==> src/hdl/akc_pkg.sv <==
// shared types, constants and window arithmetic for the adc ladder key classifier
// used by every module under hdl; no dependencies
package akc_pkg;

  localparam int SAMPLE_W    = 12;
  localparam int MV_W        = 12;
  localparam int KEY_W       = 3;
  localparam int KEY_MAX     = 4;
  localparam int REG_COUNT   = 8;
  localparam int CFG_IDX_W   = 4;
  localparam int CFG_DATA_W  = 12;
  localparam int BND_W       = 14;

  localparam int KEY_COUNT_DEF            = 4;
  localparam int SAMPLES_PER_DECISION_DEF = 4;
  localparam int HYSTERESIS_MV_DEF        = 12;
  localparam int QUEUE_DEPTH_DEF          = 8;

  localparam logic [KEY_W-1:0] NO_KEY = KEY_W'(4);

  // level conversion mv = raw * 3100 / 4095 by reciprocal multiply
  localparam int SCALE_NUM    = 3100;
  localparam int SCALE_DEN    = 4095;
  localparam int SCALE_PROD_W = 24;
  localparam int SCALE_SH     = 36;
  localparam longint unsigned SCALE_M =
    ((64'd1 << SCALE_SH) + SCALE_DEN - 1) / SCALE_DEN;
  localparam int SCALE_MW     = 25;

  typedef struct packed {
    logic [CFG_DATA_W-1:0] lo;
    logic [CFG_DATA_W-1:0] hi;
  } win_t;

  typedef struct packed {
    logic signed [BND_W-1:0] wlo;
    logic signed [BND_W-1:0] whi;
    logic signed [BND_W-1:0] nlo;
    logic signed [BND_W-1:0] nhi;
  } bounds_t;

  typedef struct packed {
    logic       push;
    logic [2:0] inflight;
  } front_stat_t;

  localparam win_t [KEY_MAX-1:0] WIN_RESET = '{
    '{lo: 12'd447, hi: 12'd547},
    '{lo: 12'd250, hi: 12'd447},
    '{lo: 12'd150, hi: 12'd250},
    '{lo: 12'd0,   hi: 12'd150}
  };

  // widened and narrowed windows of one key
  function automatic bounds_t calc_bounds(win_t w, logic signed [BND_W-1:0] hyst);
    logic signed [BND_W-1:0] lo_s;
    logic signed [BND_W-1:0] hi_s;
    logic signed [BND_W-1:0] d;
    logic signed [BND_W-1:0] q;
    logic signed [BND_W-1:0] h;
    logic signed [BND_W-1:0] mid;
    bounds_t b;
    lo_s = $signed({{(BND_W-CFG_DATA_W){1'b0}}, w.lo});
    hi_s = $signed({{(BND_W-CFG_DATA_W){1'b0}}, w.hi});
    d = hi_s - lo_s;
    // quarter truncated toward zero
    q = (d + (d[BND_W-1] ? BND_W'(3) : BND_W'(0))) >>> 2;
    h = (q < hyst) ? q : hyst;
    if (h < BND_W'(1)) begin
      h = BND_W'(1);
    end
    b.wlo = lo_s - h;
    b.whi = hi_s + h;
    b.nlo = (w.lo != '0) ? lo_s + h : '0;
    b.nhi = hi_s - h;
    if (b.nhi < b.nlo) begin
      mid   = (lo_s + hi_s) >>> 1;
      b.nlo = mid - BND_W'(1);
      b.nhi = mid + BND_W'(1);
    end
    return b;
  endfunction

endpackage

==> src/hdl/adc_ladder_key_classifier.sv <==
// top level of the adc ladder keypad classifier: config registers, credit and wiring
// depends on akc_pkg, akc_front, akc_fifo, akc_back
//
// One raw sample word is taken per clock while in_ready is high. Every SAMPLES_PER_DECISION
// good samples form a group whose truncated average is scaled to millivolts and matched
// against the key windows; a read error drops the group in progress and yields nothing.
// A result word passes accumulate, average, scale, convert, queue and the result register.
// Input ready is withheld only while the
// QUEUE_DEPTH-entry level queue plus the words in the conversion pipeline could fill
// it, so with the result side taking every word the block sustains one sample per
// cycle at any group size. The user must write window registers via cfg_we, cfg_index
// and cfg_wdata only with no group in flight (unchecked); indexes 8 and up are ignored.
module adc_ladder_key_classifier #(
  parameter int KEY_COUNT            = akc_pkg::KEY_COUNT_DEF,
  parameter int SAMPLES_PER_DECISION = akc_pkg::SAMPLES_PER_DECISION_DEF,
  parameter int HYSTERESIS_MV        = akc_pkg::HYSTERESIS_MV_DEF,
  parameter int QUEUE_DEPTH          = akc_pkg::QUEUE_DEPTH_DEF
) (
  input  logic                           clk,
  input  logic                           rst_n,
  input  logic                           in_valid,
  output logic                           in_ready,
  input  logic [akc_pkg::SAMPLE_W-1:0]   in_raw_sample,
  input  logic                           in_read_error,
  output logic                           out_valid,
  input  logic                           out_ready,
  output logic [akc_pkg::MV_W-1:0]       out_level_mv,
  output logic [akc_pkg::KEY_W-1:0]      out_pressed_key,
  output logic                           out_key_changed,
  input  logic                           cfg_we,
  input  logic [akc_pkg::CFG_IDX_W-1:0]  cfg_index,
  input  logic [akc_pkg::CFG_DATA_W-1:0] cfg_wdata
);

  localparam int QCNT_W = $clog2(QUEUE_DEPTH + 1);
  localparam int OCC_W  = QCNT_W + 1;

  akc_pkg::win_t [akc_pkg::KEY_MAX-1:0] win_r, win_nxt;
  akc_pkg::front_stat_t                 fstat;
  logic [akc_pkg::MV_W-1:0]             f_mv;
  logic [akc_pkg::MV_W-1:0]             q_mv;
  logic                                 q_empty;
  logic                                 q_pop;
  logic [QCNT_W-1:0]                    q_count;
  logic [OCC_W-1:0]                     occ;
  logic                                 in_acc;

  always_comb begin
    win_nxt = win_r;
    if (cfg_we && cfg_index < akc_pkg::CFG_IDX_W'(akc_pkg::REG_COUNT)) begin
      if (cfg_index[0]) begin
        win_nxt[cfg_index[2:1]].hi = cfg_wdata;
      end else begin
        win_nxt[cfg_index[2:1]].lo = cfg_wdata;
      end
    end
  end

  always_ff @(posedge clk) begin
    if (!rst_n) begin
      win_r <= akc_pkg::WIN_RESET;
    end else begin
      win_r <= win_nxt;
    end
  end

  // words in the pipeline hold a queue slot each
  assign occ      = OCC_W'(q_count) + OCC_W'(fstat.inflight);
  assign in_ready = (occ < OCC_W'(QUEUE_DEPTH));
  assign in_acc   = in_valid && in_ready;

  akc_front #(
    .SAMPLES_PER_DECISION(SAMPLES_PER_DECISION)
  ) u_front (
    .clk        (clk),
    .rst_n      (rst_n),
    .in_acc     (in_acc),
    .raw_sample (in_raw_sample),
    .read_error (in_read_error),
    .stat       (fstat),
    .mv         (f_mv)
  );

  akc_fifo #(
    .DEPTH(QUEUE_DEPTH)
  ) u_fifo (
    .clk   (clk),
    .rst_n (rst_n),
    .push  (fstat.push),
    .wdata (f_mv),
    .pop   (q_pop),
    .rdata (q_mv),
    .empty (q_empty),
    .count (q_count)
  );

  akc_back #(
    .KEY_COUNT     (KEY_COUNT),
    .HYSTERESIS_MV (HYSTERESIS_MV)
  ) u_back (
    .clk             (clk),
    .rst_n           (rst_n),
    .win             (win_r),
    .q_mv            (q_mv),
    .q_empty         (q_empty),
    .q_pop           (q_pop),
    .out_valid       (out_valid),
    .out_ready       (out_ready),
    .out_level_mv    (out_level_mv),
    .out_pressed_key (out_pressed_key),
    .out_key_changed (out_key_changed)
  );

endmodule

==> src/hdl/akc_front.sv <==
// front end: sample accumulation, group average and millivolt conversion pipeline
// depends on akc_pkg
module akc_front #(
  parameter int SAMPLES_PER_DECISION = akc_pkg::SAMPLES_PER_DECISION_DEF
) (
  input  logic                         clk,
  input  logic                         rst_n,
  input  logic                         in_acc,
  input  logic [akc_pkg::SAMPLE_W-1:0] raw_sample,
  input  logic                         read_error,
  output akc_pkg::front_stat_t         stat,
  output logic [akc_pkg::MV_W-1:0]     mv
);

  localparam int SUM_W  = $clog2(SAMPLES_PER_DECISION * 4095 + 1);
  localparam int CNT_W  = $clog2(SAMPLES_PER_DECISION + 1);
  localparam int AVG_SH = SUM_W + $clog2(SAMPLES_PER_DECISION);
  localparam int AVG_MW = AVG_SH + 1;
  localparam longint unsigned AVG_M =
    ((64'd1 << AVG_SH) + SAMPLES_PER_DECISION - 1) / SAMPLES_PER_DECISION;
  localparam int P1_W   = SUM_W + AVG_MW;
  localparam int P3_W   = akc_pkg::SCALE_PROD_W + akc_pkg::SCALE_MW;

  logic [SUM_W-1:0]                     sum_r, sum_nxt;
  logic [CNT_W-1:0]                     cnt_r, cnt_nxt;
  logic [SUM_W-1:0]                     grp_r, grp_nxt;
  logic                                 grp_v_r, grp_v_nxt;
  logic [akc_pkg::SAMPLE_W-1:0]         avg_r;
  logic                                 avg_v_r;
  logic [akc_pkg::SCALE_PROD_W-1:0]     prod_r;
  logic                                 prod_v_r;
  logic [akc_pkg::MV_W-1:0]             mv_r;
  logic                                 mv_v_r;
  logic [SUM_W-1:0]                     sum_add;
  logic                                 last;
  logic [P1_W-1:0]                      p1;
  logic [P3_W-1:0]                      p3;

  assign sum_add = sum_r + SUM_W'(raw_sample);
  assign last    = (cnt_r == CNT_W'(SAMPLES_PER_DECISION - 1));

  always_comb begin
    sum_nxt   = sum_r;
    cnt_nxt   = cnt_r;
    grp_nxt   = grp_r;
    grp_v_nxt = 1'b0;
    if (in_acc) begin
      if (read_error) begin
        sum_nxt = '0;
        cnt_nxt = '0;
      end else if (last) begin
        sum_nxt   = '0;
        cnt_nxt   = '0;
        grp_nxt   = sum_add;
        grp_v_nxt = 1'b1;
      end else begin
        sum_nxt = sum_add;
        cnt_nxt = cnt_r + CNT_W'(1);
      end
    end
  end

  assign p1 = P1_W'(grp_r) * P1_W'(AVG_M);
  assign p3 = P3_W'(prod_r) * P3_W'(akc_pkg::SCALE_M);

  always_ff @(posedge clk) begin
    if (!rst_n) begin
      sum_r    <= '0;
      cnt_r    <= '0;
      grp_v_r  <= 1'b0;
      avg_v_r  <= 1'b0;
      prod_v_r <= 1'b0;
      mv_v_r   <= 1'b0;
    end else begin
      sum_r    <= sum_nxt;
      cnt_r    <= cnt_nxt;
      grp_v_r  <= grp_v_nxt;
      avg_v_r  <= grp_v_r;
      prod_v_r <= avg_v_r;
      mv_v_r   <= prod_v_r;
    end
  end

  always_ff @(posedge clk) begin
    grp_r  <= grp_nxt;
    avg_r  <= p1[AVG_SH +: akc_pkg::SAMPLE_W];
    prod_r <= akc_pkg::SCALE_PROD_W'(avg_r) *
              akc_pkg::SCALE_PROD_W'(akc_pkg::SCALE_NUM);
    mv_r   <= p3[akc_pkg::SCALE_SH +: akc_pkg::MV_W];
  end

  assign stat.push     = mv_v_r;
  assign stat.inflight = 3'(grp_v_r) + 3'(avg_v_r) + 3'(prod_v_r) + 3'(mv_v_r);
  assign mv            = mv_r;

endmodule

==> src/hdl/akc_fifo.sv <==
// level word queue between the front end and the classifier
// depends on akc_pkg
module akc_fifo #(
  parameter int DEPTH = akc_pkg::QUEUE_DEPTH_DEF
) (
  input  logic                         clk,
  input  logic                         rst_n,
  input  logic                         push,
  input  logic [akc_pkg::MV_W-1:0]     wdata,
  input  logic                         pop,
  output logic [akc_pkg::MV_W-1:0]     rdata,
  output logic                         empty,
  output logic [$clog2(DEPTH+1)-1:0]   count
);

  localparam int PTR_W = (DEPTH > 1) ? $clog2(DEPTH) : 1;
  localparam int CNT_W = $clog2(DEPTH + 1);

  logic [akc_pkg::MV_W-1:0] mem [DEPTH];
  logic [akc_pkg::MV_W-1:0] rd_r;
  logic [PTR_W-1:0]         wp_r, wp_nxt;
  logic [PTR_W-1:0]         rp_r, rp_nxt;
  logic [CNT_W-1:0]         cnt_r, cnt_nxt;

  always_comb begin
    wp_nxt  = wp_r;
    rp_nxt  = rp_r;
    cnt_nxt = cnt_r;
    if (push) begin
      wp_nxt = (wp_r == PTR_W'(DEPTH - 1)) ? '0 : wp_r + PTR_W'(1);
    end
    if (pop) begin
      rp_nxt = (rp_r == PTR_W'(DEPTH - 1)) ? '0 : rp_r + PTR_W'(1);
    end
    if (push && !pop) begin
      cnt_nxt = cnt_r + CNT_W'(1);
    end else if (pop && !push) begin
      cnt_nxt = cnt_r - CNT_W'(1);
    end
  end

  always_ff @(posedge clk) begin
    if (!rst_n) begin
      wp_r  <= '0;
      rp_r  <= '0;
      cnt_r <= '0;
    end else begin
      wp_r  <= wp_nxt;
      rp_r  <= rp_nxt;
      cnt_r <= cnt_nxt;
    end
  end

  // head word is fetched ahead, with bypass when it is written in the same cycle
  always_ff @(posedge clk) begin
    if (push) begin
      mem[wp_r] <= wdata;
    end
    if (push && wp_r == rp_nxt) begin
      rd_r <= wdata;
    end else begin
      rd_r <= mem[rp_nxt];
    end
  end

  assign rdata = rd_r;
  assign empty = (cnt_r == '0);
  assign count = cnt_r;

  a_no_overflow: assert property (@(posedge clk) disable iff (!rst_n)
    !(push && !pop && cnt_r == CNT_W'(DEPTH)))
    else $error("queue overflow");

  a_no_underflow: assert property (@(posedge clk) disable iff (!rst_n)
    !(pop && cnt_r == '0))
    else $error("queue underflow");

endmodule

==> src/hdl/akc_back.sv <==
// back end: key selection with hysteresis and the result register
// depends on akc_pkg
module akc_back #(
  parameter int KEY_COUNT     = akc_pkg::KEY_COUNT_DEF,
  parameter int HYSTERESIS_MV = akc_pkg::HYSTERESIS_MV_DEF
) (
  input  logic                                 clk,
  input  logic                                 rst_n,
  input  akc_pkg::win_t [akc_pkg::KEY_MAX-1:0] win,
  input  logic [akc_pkg::MV_W-1:0]             q_mv,
  input  logic                                 q_empty,
  output logic                                 q_pop,
  output logic                                 out_valid,
  input  logic                                 out_ready,
  output logic [akc_pkg::MV_W-1:0]             out_level_mv,
  output logic [akc_pkg::KEY_W-1:0]            out_pressed_key,
  output logic                                 out_key_changed
);

  localparam logic signed [akc_pkg::BND_W-1:0] HYST = akc_pkg::BND_W'(HYSTERESIS_MV);

  akc_pkg::bounds_t [akc_pkg::KEY_MAX-1:0] bnd_r;
  logic [akc_pkg::KEY_W-1:0]               cur_r, cur_nxt;
  logic                                    ov_r, ov_nxt;
  logic [akc_pkg::MV_W-1:0]                lvl_r;
  logic [akc_pkg::KEY_W-1:0]               key_r;
  logic                                    chg_r;
  logic signed [akc_pkg::BND_W-1:0]        mv_s;
  logic [akc_pkg::KEY_W-1:0]               sel;
  logic                                    keep;
  akc_pkg::bounds_t                        cur_b;

  always_ff @(posedge clk) begin
    for (int k = 0; k < akc_pkg::KEY_MAX; k++) begin
      bnd_r[k] <= akc_pkg::calc_bounds(win[k], HYST);
    end
  end

  assign mv_s  = $signed({{(akc_pkg::BND_W-akc_pkg::MV_W){1'b0}}, q_mv});
  assign cur_b = bnd_r[cur_r[1:0]];

  always_comb begin
    keep = (cur_r < akc_pkg::KEY_W'(KEY_COUNT)) &&
           (mv_s >= cur_b.wlo) && (mv_s <= cur_b.whi);
    sel  = akc_pkg::NO_KEY;
    for (int i = KEY_COUNT - 1; i >= 0; i--) begin
      if (mv_s >= bnd_r[i].nlo && mv_s <= bnd_r[i].nhi) begin
        sel = akc_pkg::KEY_W'(i);
      end
    end
    if (keep) begin
      sel = cur_r;
    end
  end

  assign q_pop = !q_empty && (!ov_r || out_ready);

  always_comb begin
    cur_nxt = cur_r;
    ov_nxt  = ov_r;
    if (q_pop) begin
      cur_nxt = sel;
      ov_nxt  = 1'b1;
    end else if (out_ready) begin
      ov_nxt = 1'b0;
    end
  end

  always_ff @(posedge clk) begin
    if (!rst_n) begin
      cur_r <= akc_pkg::NO_KEY;
      ov_r  <= 1'b0;
    end else begin
      cur_r <= cur_nxt;
      ov_r  <= ov_nxt;
    end
  end

  always_ff @(posedge clk) begin
    if (q_pop) begin
      lvl_r <= q_mv;
      key_r <= sel;
      chg_r <= (sel != cur_r);
    end
  end

  assign out_valid       = ov_r;
  assign out_level_mv    = lvl_r;
  assign out_pressed_key = key_r;
  assign out_key_changed = chg_r;

  a_key_range: assert property (@(posedge clk) disable iff (!rst_n)
    ov_r |-> (key_r <= akc_pkg::NO_KEY))
    else $error("pressed key out of range");

  a_cur_follows: assert property (@(posedge clk) disable iff (!rst_n)
    q_pop |=> (cur_r == key_r))
    else $error("current key not updated with decision");

  a_change_flag: assert property (@(posedge clk) disable iff (!rst_n)
    q_pop |=> (chg_r == (key_r != $past(cur_r))))
    else $error("change flag wrong");

endmodule
==> config.mk <==
export PLATFORM = sky130hd
export DESIGN_NAME = adc_ladder_key_classifier
export DESIGN_NICKNAME = d
export VERILOG_FILES = /design/src/hdl/akc_pkg.sv /design/src/hdl/adc_ladder_key_classifier.sv /design/src/hdl/akc_front.sv /design/src/hdl/akc_fifo.sv /design/src/hdl/akc_back.sv
export SDC_FILE = /design/constraint.sdc
export NUM_CORES = 2
export LEC_CHECK = 0
export BUFFER_PORTS_ARGS = -buffer_cell sky130_fd_sc_hd__buf_2
export CORE_ASPECT_RATIO = 2
export CORE_MARGIN = 3
export CORE_UTILIZATION = 30
export CTS_CLUSTER_DIAMETER = 80
export DETAILED_ROUTE_END_ITERATION = 12
export GPL_TIMING_DRIVEN = 0
export PLACE_DENSITY = 0.48
export SYNTH_ARGS = -nofsm -noshare
export SYNTH_HDL_FRONTEND = slang
export SYNTH_SLANG_ARGS = --single-unit
==> constraint.sdc <==
create_clock -name clk -period 12.7 [get_ports clk]
set_clock_uncertainty 0.1 [all_clocks]
set_input_delay 1.27 -clock clk [delete_from_list [all_inputs] [get_ports clk]]
set_output_delay 1.27 -clock clk [all_outputs]
set_load 0.02 [all_outputs]
### Word-level counts from Yosys, hierarchy flattened

Memory sizes are Yosys's and may differ from the RTL's. A register that Yosys moved wholly into a read port is not among the register bits.
Cells that the tools add are included.

* add/subtract/negate cells: 46
* eq/ne operators: 4
* bitwise logic cells: 3
* muxes and demuxes: 48
* reduce and logical (&&, ||, !) cells: 26
* multiply operators: 2
* $lt $le $gt $ge: 28

Operators by type and width (number)
* $mux W14: 14
* $bwmux W96: 2
* $bmux W56 S2: 1
* $mux W28: 4
* $sub A13 B14 Y14: 8
* $demux W24 S2: 2
* $mux W96: 1
* $ge A13 B14 Y1: 5
* $le A13 B14 Y1: 5
* $add A12 B14 Y14: 4
* $add A13 B14 Y14: 4
* $add A13 B2 Y14 const B: 4
* $add A13 B3 Y14: 4
* $lt A14 B14 Y1: 4
* $lt A14 B2 Y1 const B: 4
* $mux W56: 1
* $sub A13 B2 Y14 const B: 4
* $add A12 B12 Y13: 4
* $sub A12 B12 Y13: 4
* $lt A12 B5 Y1 const B: 4
* $reduce_bool A12 Y1: 4
* $mul A22 B24 Y45 const B: 1
* $mux W3: 10
* $mux W24: 1
* other kinds (28): 58

* input bits: 34
* memories: 1
* register bits after elaboration: 431
* logic and storage cells: 200
* RAM bits: 96
* output and inout port bits: 18

Memory list
* u_fifo.mem: depth 8, width 12, read ports 1, clocked after Yosys merged registers in 1, wr ports 1, line akc_fifo.sv:19 `logic [akc_pkg::MV_W-1:0] mem [DEPTH];`

### Longest topological paths before layout

* word-level depth: 11
* depth in mapped cells: 45

### Modules after synthesis

Synthesis repeated with hierarchy kept, for this count alone.

* cells, all modules: 4610
* area, all modules: 42288.1 µm²

Modules (own cells, without submodules)
* akc_back: cells an instance 3444, seq. area each 5044.8 µm², area each 28043.1 µm², times used 1
* akc_front: cells an instance 593, seq. area each 1701.6 µm², area each 6182.2 µm², times used 1
* akc_fifo: cells an instance 210, seq. area each 3143.0 µm², area each 4349.2 µm², times used 1
* adc_ladder_key_classifier: cells an instance 363, seq. area each 1921.8 µm², area each 3713.6 µm², times used 1

### Worst setup path before layout

No wires, ideal clock.

* path type: reg-to-reg
* start: register win_r[49] (netlist bit)
* end: register u_back.bnd_r[127] (netlist bit)
* period minus slack after synthesis: 9.434 ns
* setup time: 0.072 ns
* setup slack: 3.266 ns
* buffers on the path: 4
* data arrival time: 9.263 ns
* stages on the path, launching flop included: 41
* cell sequence: dfxtp_1 -> inv_1 -> fa_1 -> nor2b_1 -> o21ai_1 -> a21oi_1 -> o211ai_1 -> a2111o_1 -> a21o_1 -> nor2b_1 -> ha_1 -> nor3b_1 -> a21oi_1 -> nor4_1 -> nand2_1 -> o2bb2ai_1 -> ha_1 -> a2111oi_0 -> [... 5 more ...] -> clkbuf_1 -> o21ai_0 -> a2111o_1 -> a311oi_1 -> o21bai_1 -> a21oi_1 -> xnor2_1 -> nand2_1 -> ha_1 -> nand4_1 -> o31a_1 -> a31oi_1 -> o311ai_1 -> a21oi_1 -> a2bb2oi_1 -> buf_2 -> buf_1 -> mux2i_1

* cells in the longest elaborated chain, start to end: 11
* elaborated cells on any way between the ends: 14
* classes of those cells: 6 x add/sub; 3 x order compare; 5 x mux

RTL lines
* start, declared: line adc_ladder_key_classifier.sv:38 `akc_pkg::win_t [akc_pkg::KEY_MAX-1:0] win_r, win_nxt;`
* start signal, assigned: line adc_ladder_key_classifier.sv:61 `win_r <= akc_pkg::WIN_RESET;`
* start signal, assigned: line adc_ladder_key_classifier.sv:63 `win_r <= win_nxt;`
* $sub A12 B12 Y13: line akc_pkg.sv:65 `d = hi_s - lo_s;`
* $mux W2: line akc_pkg.sv:67 `q = (d + (d[BND_W-1] ? BND_W'(3) : BND_W'(0))) >>> 2;`
* $add A13 B3 Y14: line akc_pkg.sv:67
* $lt A12 B5 Y1: line akc_pkg.sv:68 `h = (q < hyst) ? q : hyst;`
* $mux W14: line akc_pkg.sv:68
* $lt A14 B2 Y1: line akc_pkg.sv:69 `if (h < BND_W'(1)) begin`
* $mux W14: line akc_pkg.sv:69
* $add A12 B14 Y14: line akc_pkg.sv:74 `b.nlo = (w.lo != '0) ? lo_s + h : '0;`
* $mux W14: line akc_pkg.sv:74
* $lt A14 B14 Y1: line akc_pkg.sv:76 `if (b.nhi < b.nlo) begin`
* $mux W28 (*): line akc_pkg.sv:76
* end signal, assigned by index: line akc_back.sv:35 `bnd_r[k] <= akc_pkg::calc_bounds(win[k], HYST);`
* end, declared: line akc_back.sv:22 `akc_pkg::bounds_t [akc_pkg::KEY_MAX-1:0] bnd_r;`

Mark *: on every way between the ends. The rest lies on a longest branch, timed or not.
A chain may end at the register's enable or synchronous reset.

### Worst setup path in the final report

* start: register win_r[49] (netlist bit)
* end: register u_back.bnd_r[114] (netlist bit)

The elaborated chain is that of the path after synthesis.

==> summary.md <==
| Metric | Value |
|---|---|
| Status | finished clean |
| CP max-delay cell | dfxtp_1 |
| Post-cts hold buffer count | 0 |
| Critical Path Sink Type | register |
| Fill count | 14100 |
| Mapped cell area | 41100 um^2 |
| Leakage | 19.9 nW |
| Syn nets | 5228 |
| Clk sinks | 528 |
| Reg clk slew, reported paths | 0.07 ns |
| Worst EP required | 13.19 ns |
| Slew headroom | 0.0624 |
| First-pass GRT wire length | 212000 um |
| Crit path DAT | 12.35 ns |
| Crit-path max FO | 10 |
| CP most frequent cell | a21oi_1 |
| Int Power | 4.05 mW |
| 1st-pass router iterations | 5 |
| Initial core utilization | 0.303 |
| Largest net degree at the start of global routing | 22 |
| Htree depth | 2 |
| TritonCTS clock tree | done |
| Post-Synthesis Cells | 4456 |
| Core box area | 136000 um^2 |
| PostCTS Resize Cnt | 0 |
| Switching Share | 0.398 |
| Maximum VDD drop | 110 uV |
| Setup TNS | 0 ns |
| Reg2Reg Depth | 41 |
| Final period utilization | 0.934 |
| Die W | 268 um |
| Area of the multi-input gates | 27200 um^2 |
| Synth area leaders | ha_1 21%, dfxtp_1 20%, edfxtp_1 9.1%, xnor2_1 6.1%, inv_1 3.9% |
| Placed Cells incl. Taps | 6241 |
| Number of global-route vias before repair | 33500 |
| Post-Route WL | 146000 um |
| FF+latch area | 11800 um^2 |
| Via/cell ratio | 5.08 |
| I/O pin cnt | 52 |
| Cell variety after synth | 95 |
| Worst-Margin Slew | 1.41 ns |
| Longest Clk Path Bufs | 3 |
| Unrepaired setup endpoints after global routing | false |
| Most frequent cells in the layout | 694 x ha_1, 432 x inv_1, 404 x dfxtp_1, 345 x nand2_1, 285 x xnor2_1 |
| Clk Tree Root Cell | clkbuf_16 |
| Drc violations | 0 |
| Area leader, netlist | ha_1 |
| Final number of setup-violating endpoints | 0 |
| Worst Hold Class | reg -> reg |
| I/O Buffers | 38 |
| GRT overflow | 0 |
| Ys flop type | dfxtp_1 |
| Hold Startpoint | u_front.grp_r[13]$_DFFE_PP_ |
| Cts bufs inserted | 55 |
| Syn avg cell area | 9.22 um^2 |
| PwrDens | 148 nW/um^2 |
| Initial antenna violation count | 6 |
| Worst r2r src | win_r[49]$_SDFFE_PN1P_ |
| Fin. Hold Viols | 0 |
| Non-Filler Instances | 6347 |
| GPL Wtd Cong | 0.946 |
| Comb pwr share | 0.429 |
| GRT Total Usage | 0.204 |
| Crit Path Category | reg -> reg |
| R2R Setup Slk | 0.84 ns |
| Area Growth Syn to Fin | 10.9% |
| Number of DRC markers in iteration 0 | 1395 |
| P_sw | 2.68 mW |
| Worst skew pair latency | 0.70 ns |
| Dpl hpwl | 121000 um |
| Rows | 191 |
| Post-CTS setup buffers | 0 |
| Setup crit start kind | register |
| DR WL/cell | 23.0 um |
| Worst r2r dst | u_back.bnd_r[114]$_DFF_P_ |
| Fin crit period | 11.86 ns |
| EDFF count, synth | 124 |
| Fmax | 84.3 MHz |
| Share of the synthesized area in the top cell type | 0.211 |
| Final Core Density | 0.336 |
| Final Max Tran Viols | 0 |
| Async set-reset flop share out of synthesis | 0 |
| Chip Height | 529 um |
| Sequential fraction of design power | 0.316 |
| Routed vias | 32200 |
| Yosys warns | 0 |
| Delay of the slowest critical-path stage | 0.62 ns |
| Max Cap Viol | 0 |
| Most common cell after layout, fill and taps aside | ha_1 |
| Register bit total from synthesis | 528 |
| WHS Endpoint | u_front.avg_r[11]$_DFF_P_ |
| Die area | 142000 um^2 |
| Layout cell share with drive strength beyond 1 | 0.0662 |
| Post-synthesis sequential area ratio | 0.288 |
| Final net count | 5334 |
| Hold depth | 0 |
| Detail Route Antenna Nets | 0 |
| Clk network pwr share | 0.255 |
## power by group through the flow
| stage | logic, mW | registers [mW] | clock network, mW |
|---|---|---|---|
| 4_1_cts | 2.92 | 2.13 | 1.76 |
| 2_1_floorplan | 1.88 | 2.13 | 0 |
| 3_5_place_dp | 2.90 | 2.17 | 0 |
| 3_3_place_gp | 2.85 | 2.16 | 0 |
| 5_1_grt | 3.18 | 2.15 | 1.82 |
| 6_report | 2.88 | 2.13 | 1.72 |
## cell usage after synthesis, types with 61 or more instances
| cell type | instances |
|---|---|
| a21o_1 | 70 |
| a21oi_1 | 235 |
| clkbuf_1 | 104 |
| dfxtp_1 | 404 |
| edfxtp_1 | 124 |
| ha_1 | 694 |
| inv_1 | 432 |
| mux2i_1 | 79 |
| nand2_1 | 345 |
| nand2b_1 | 61 |
| nand3_1 | 83 |
| nor2_1 | 280 |
| nor2b_1 | 106 |
| nor3_1 | 84 |
| o21ai_0 | 139 |
| o21bai_1 | 61 |
| xnor2_1 | 285 |
| xor2_1 | 114 |
## routing by layer
| metal | track usage | up-vias | part of all wire |
|---|---|---|---|
| met5 | 0 | - | 0.000089 |
| met4 | 0.173 | 2 | 0.10 |
| met3 | 0.0221 | 428 | 0.029 |
| met2 | 0.414 | 697 | 0.56 |
| met1 | 0.171 | 15300 | 0.31 |
| li1 | - | 15700 | - |
## through the flow
| step | hold WS, ns | setup slack, ns | cell area, um^2 | power (mW) |
|---|---|---|---|---|
| 4_1_cts | 0.242 | 0.660 | 45500 | 6.80 |
| 5_1_grt | 0.249 | 0.122 | 45500 | 7.15 |
| 6_report | 0.240 | 0.843 | 45600 | 6.73 |
| 3_3_place_gp | 0.224 | 0.725 | 43400 | 5.02 |
| 2_1_floorplan | 0.223 | 3.27 | 41100 | 4.01 |
| 3_5_place_dp | 0.227 | 0.673 | 43600 | 5.06 |
## layout make-up
class	count	share of cell area
Clock buffer	74	0.0349
Antenna cell	2	0.000110
Multi-Input combinational cell	3367	0.597
Buffer	124	0.0109
Inverter	437	0.0360
Tap cell	1737	0.0477
Sequential cell	528	0.259
Timing Repair Buffer	49	0.00709
Clock inverter	29	0.00720
## cell families (layout without fill, tap and decap cells)
group,Yosys count,after routing,synth area share
simple gates,1209,1209,0.144
compound gates,835,835,0.135
fa+ha+maj,740,740,0.233
buf+inv,561,713,0.0519
flops,528,528,0.288
xor+xnor,399,399,0.0851
mux,184,184,0.0626
other cells,0,2,0
## sequential cells by signal, indices dropped and copies added, names as in the netlist, 14 cells and up, named ones only
signal	flops
u_back.bnd_r	224
u_fifo.mem	96
win_r	96
u_front.prod_r	22
u_front.sum_r	14
## how the worst max path moves through the flow
stage / start / to / slack (ns) / cells past startpoint
final: win_r[49]$_SDFFE_PN1P_ / u_back.bnd_r[114]$_DFF_P_ / 0.84 / 41
after global routing: win_r[1]$_SDFFE_PN1P_ / u_back.bnd_r[12]$_DFF_P_ / 0.12 / 43
after CTS: win_r[49]$_SDFFE_PN1P_ / u_back.bnd_r[134]$_DFF_P_ / 0.66 / 41
after detailed placement: win_r[1]$_SDFFE_PN1P_ / u_back.bnd_r[12]$_DFF_P_ / 0.67 / 43
after global placement: win_r[1]$_SDFFE_PN1P_ / u_back.bnd_r[12]$_DFF_P_ / 0.72 / 43
after floorplan: win_r[49]$_SDFFE_PN1P_ / u_back.bnd_r[127]$_DFF_P_ / 3.27 / 40
## worst max-delay path, delay by kind of cell (launching register included)
kind / cells / cell delay, ns
AOI/OAI and AO/OA: 20 / 4.80
DFF: 1 / 0.62
xor gates and xnor gates: 1 / 0.20
adders and majority gates: 6 / 2.30
buffers and inverters: 4 / 1.36
and+or+nand+nor: 10 / 2.35
Power figures use the tool's default switching activity.
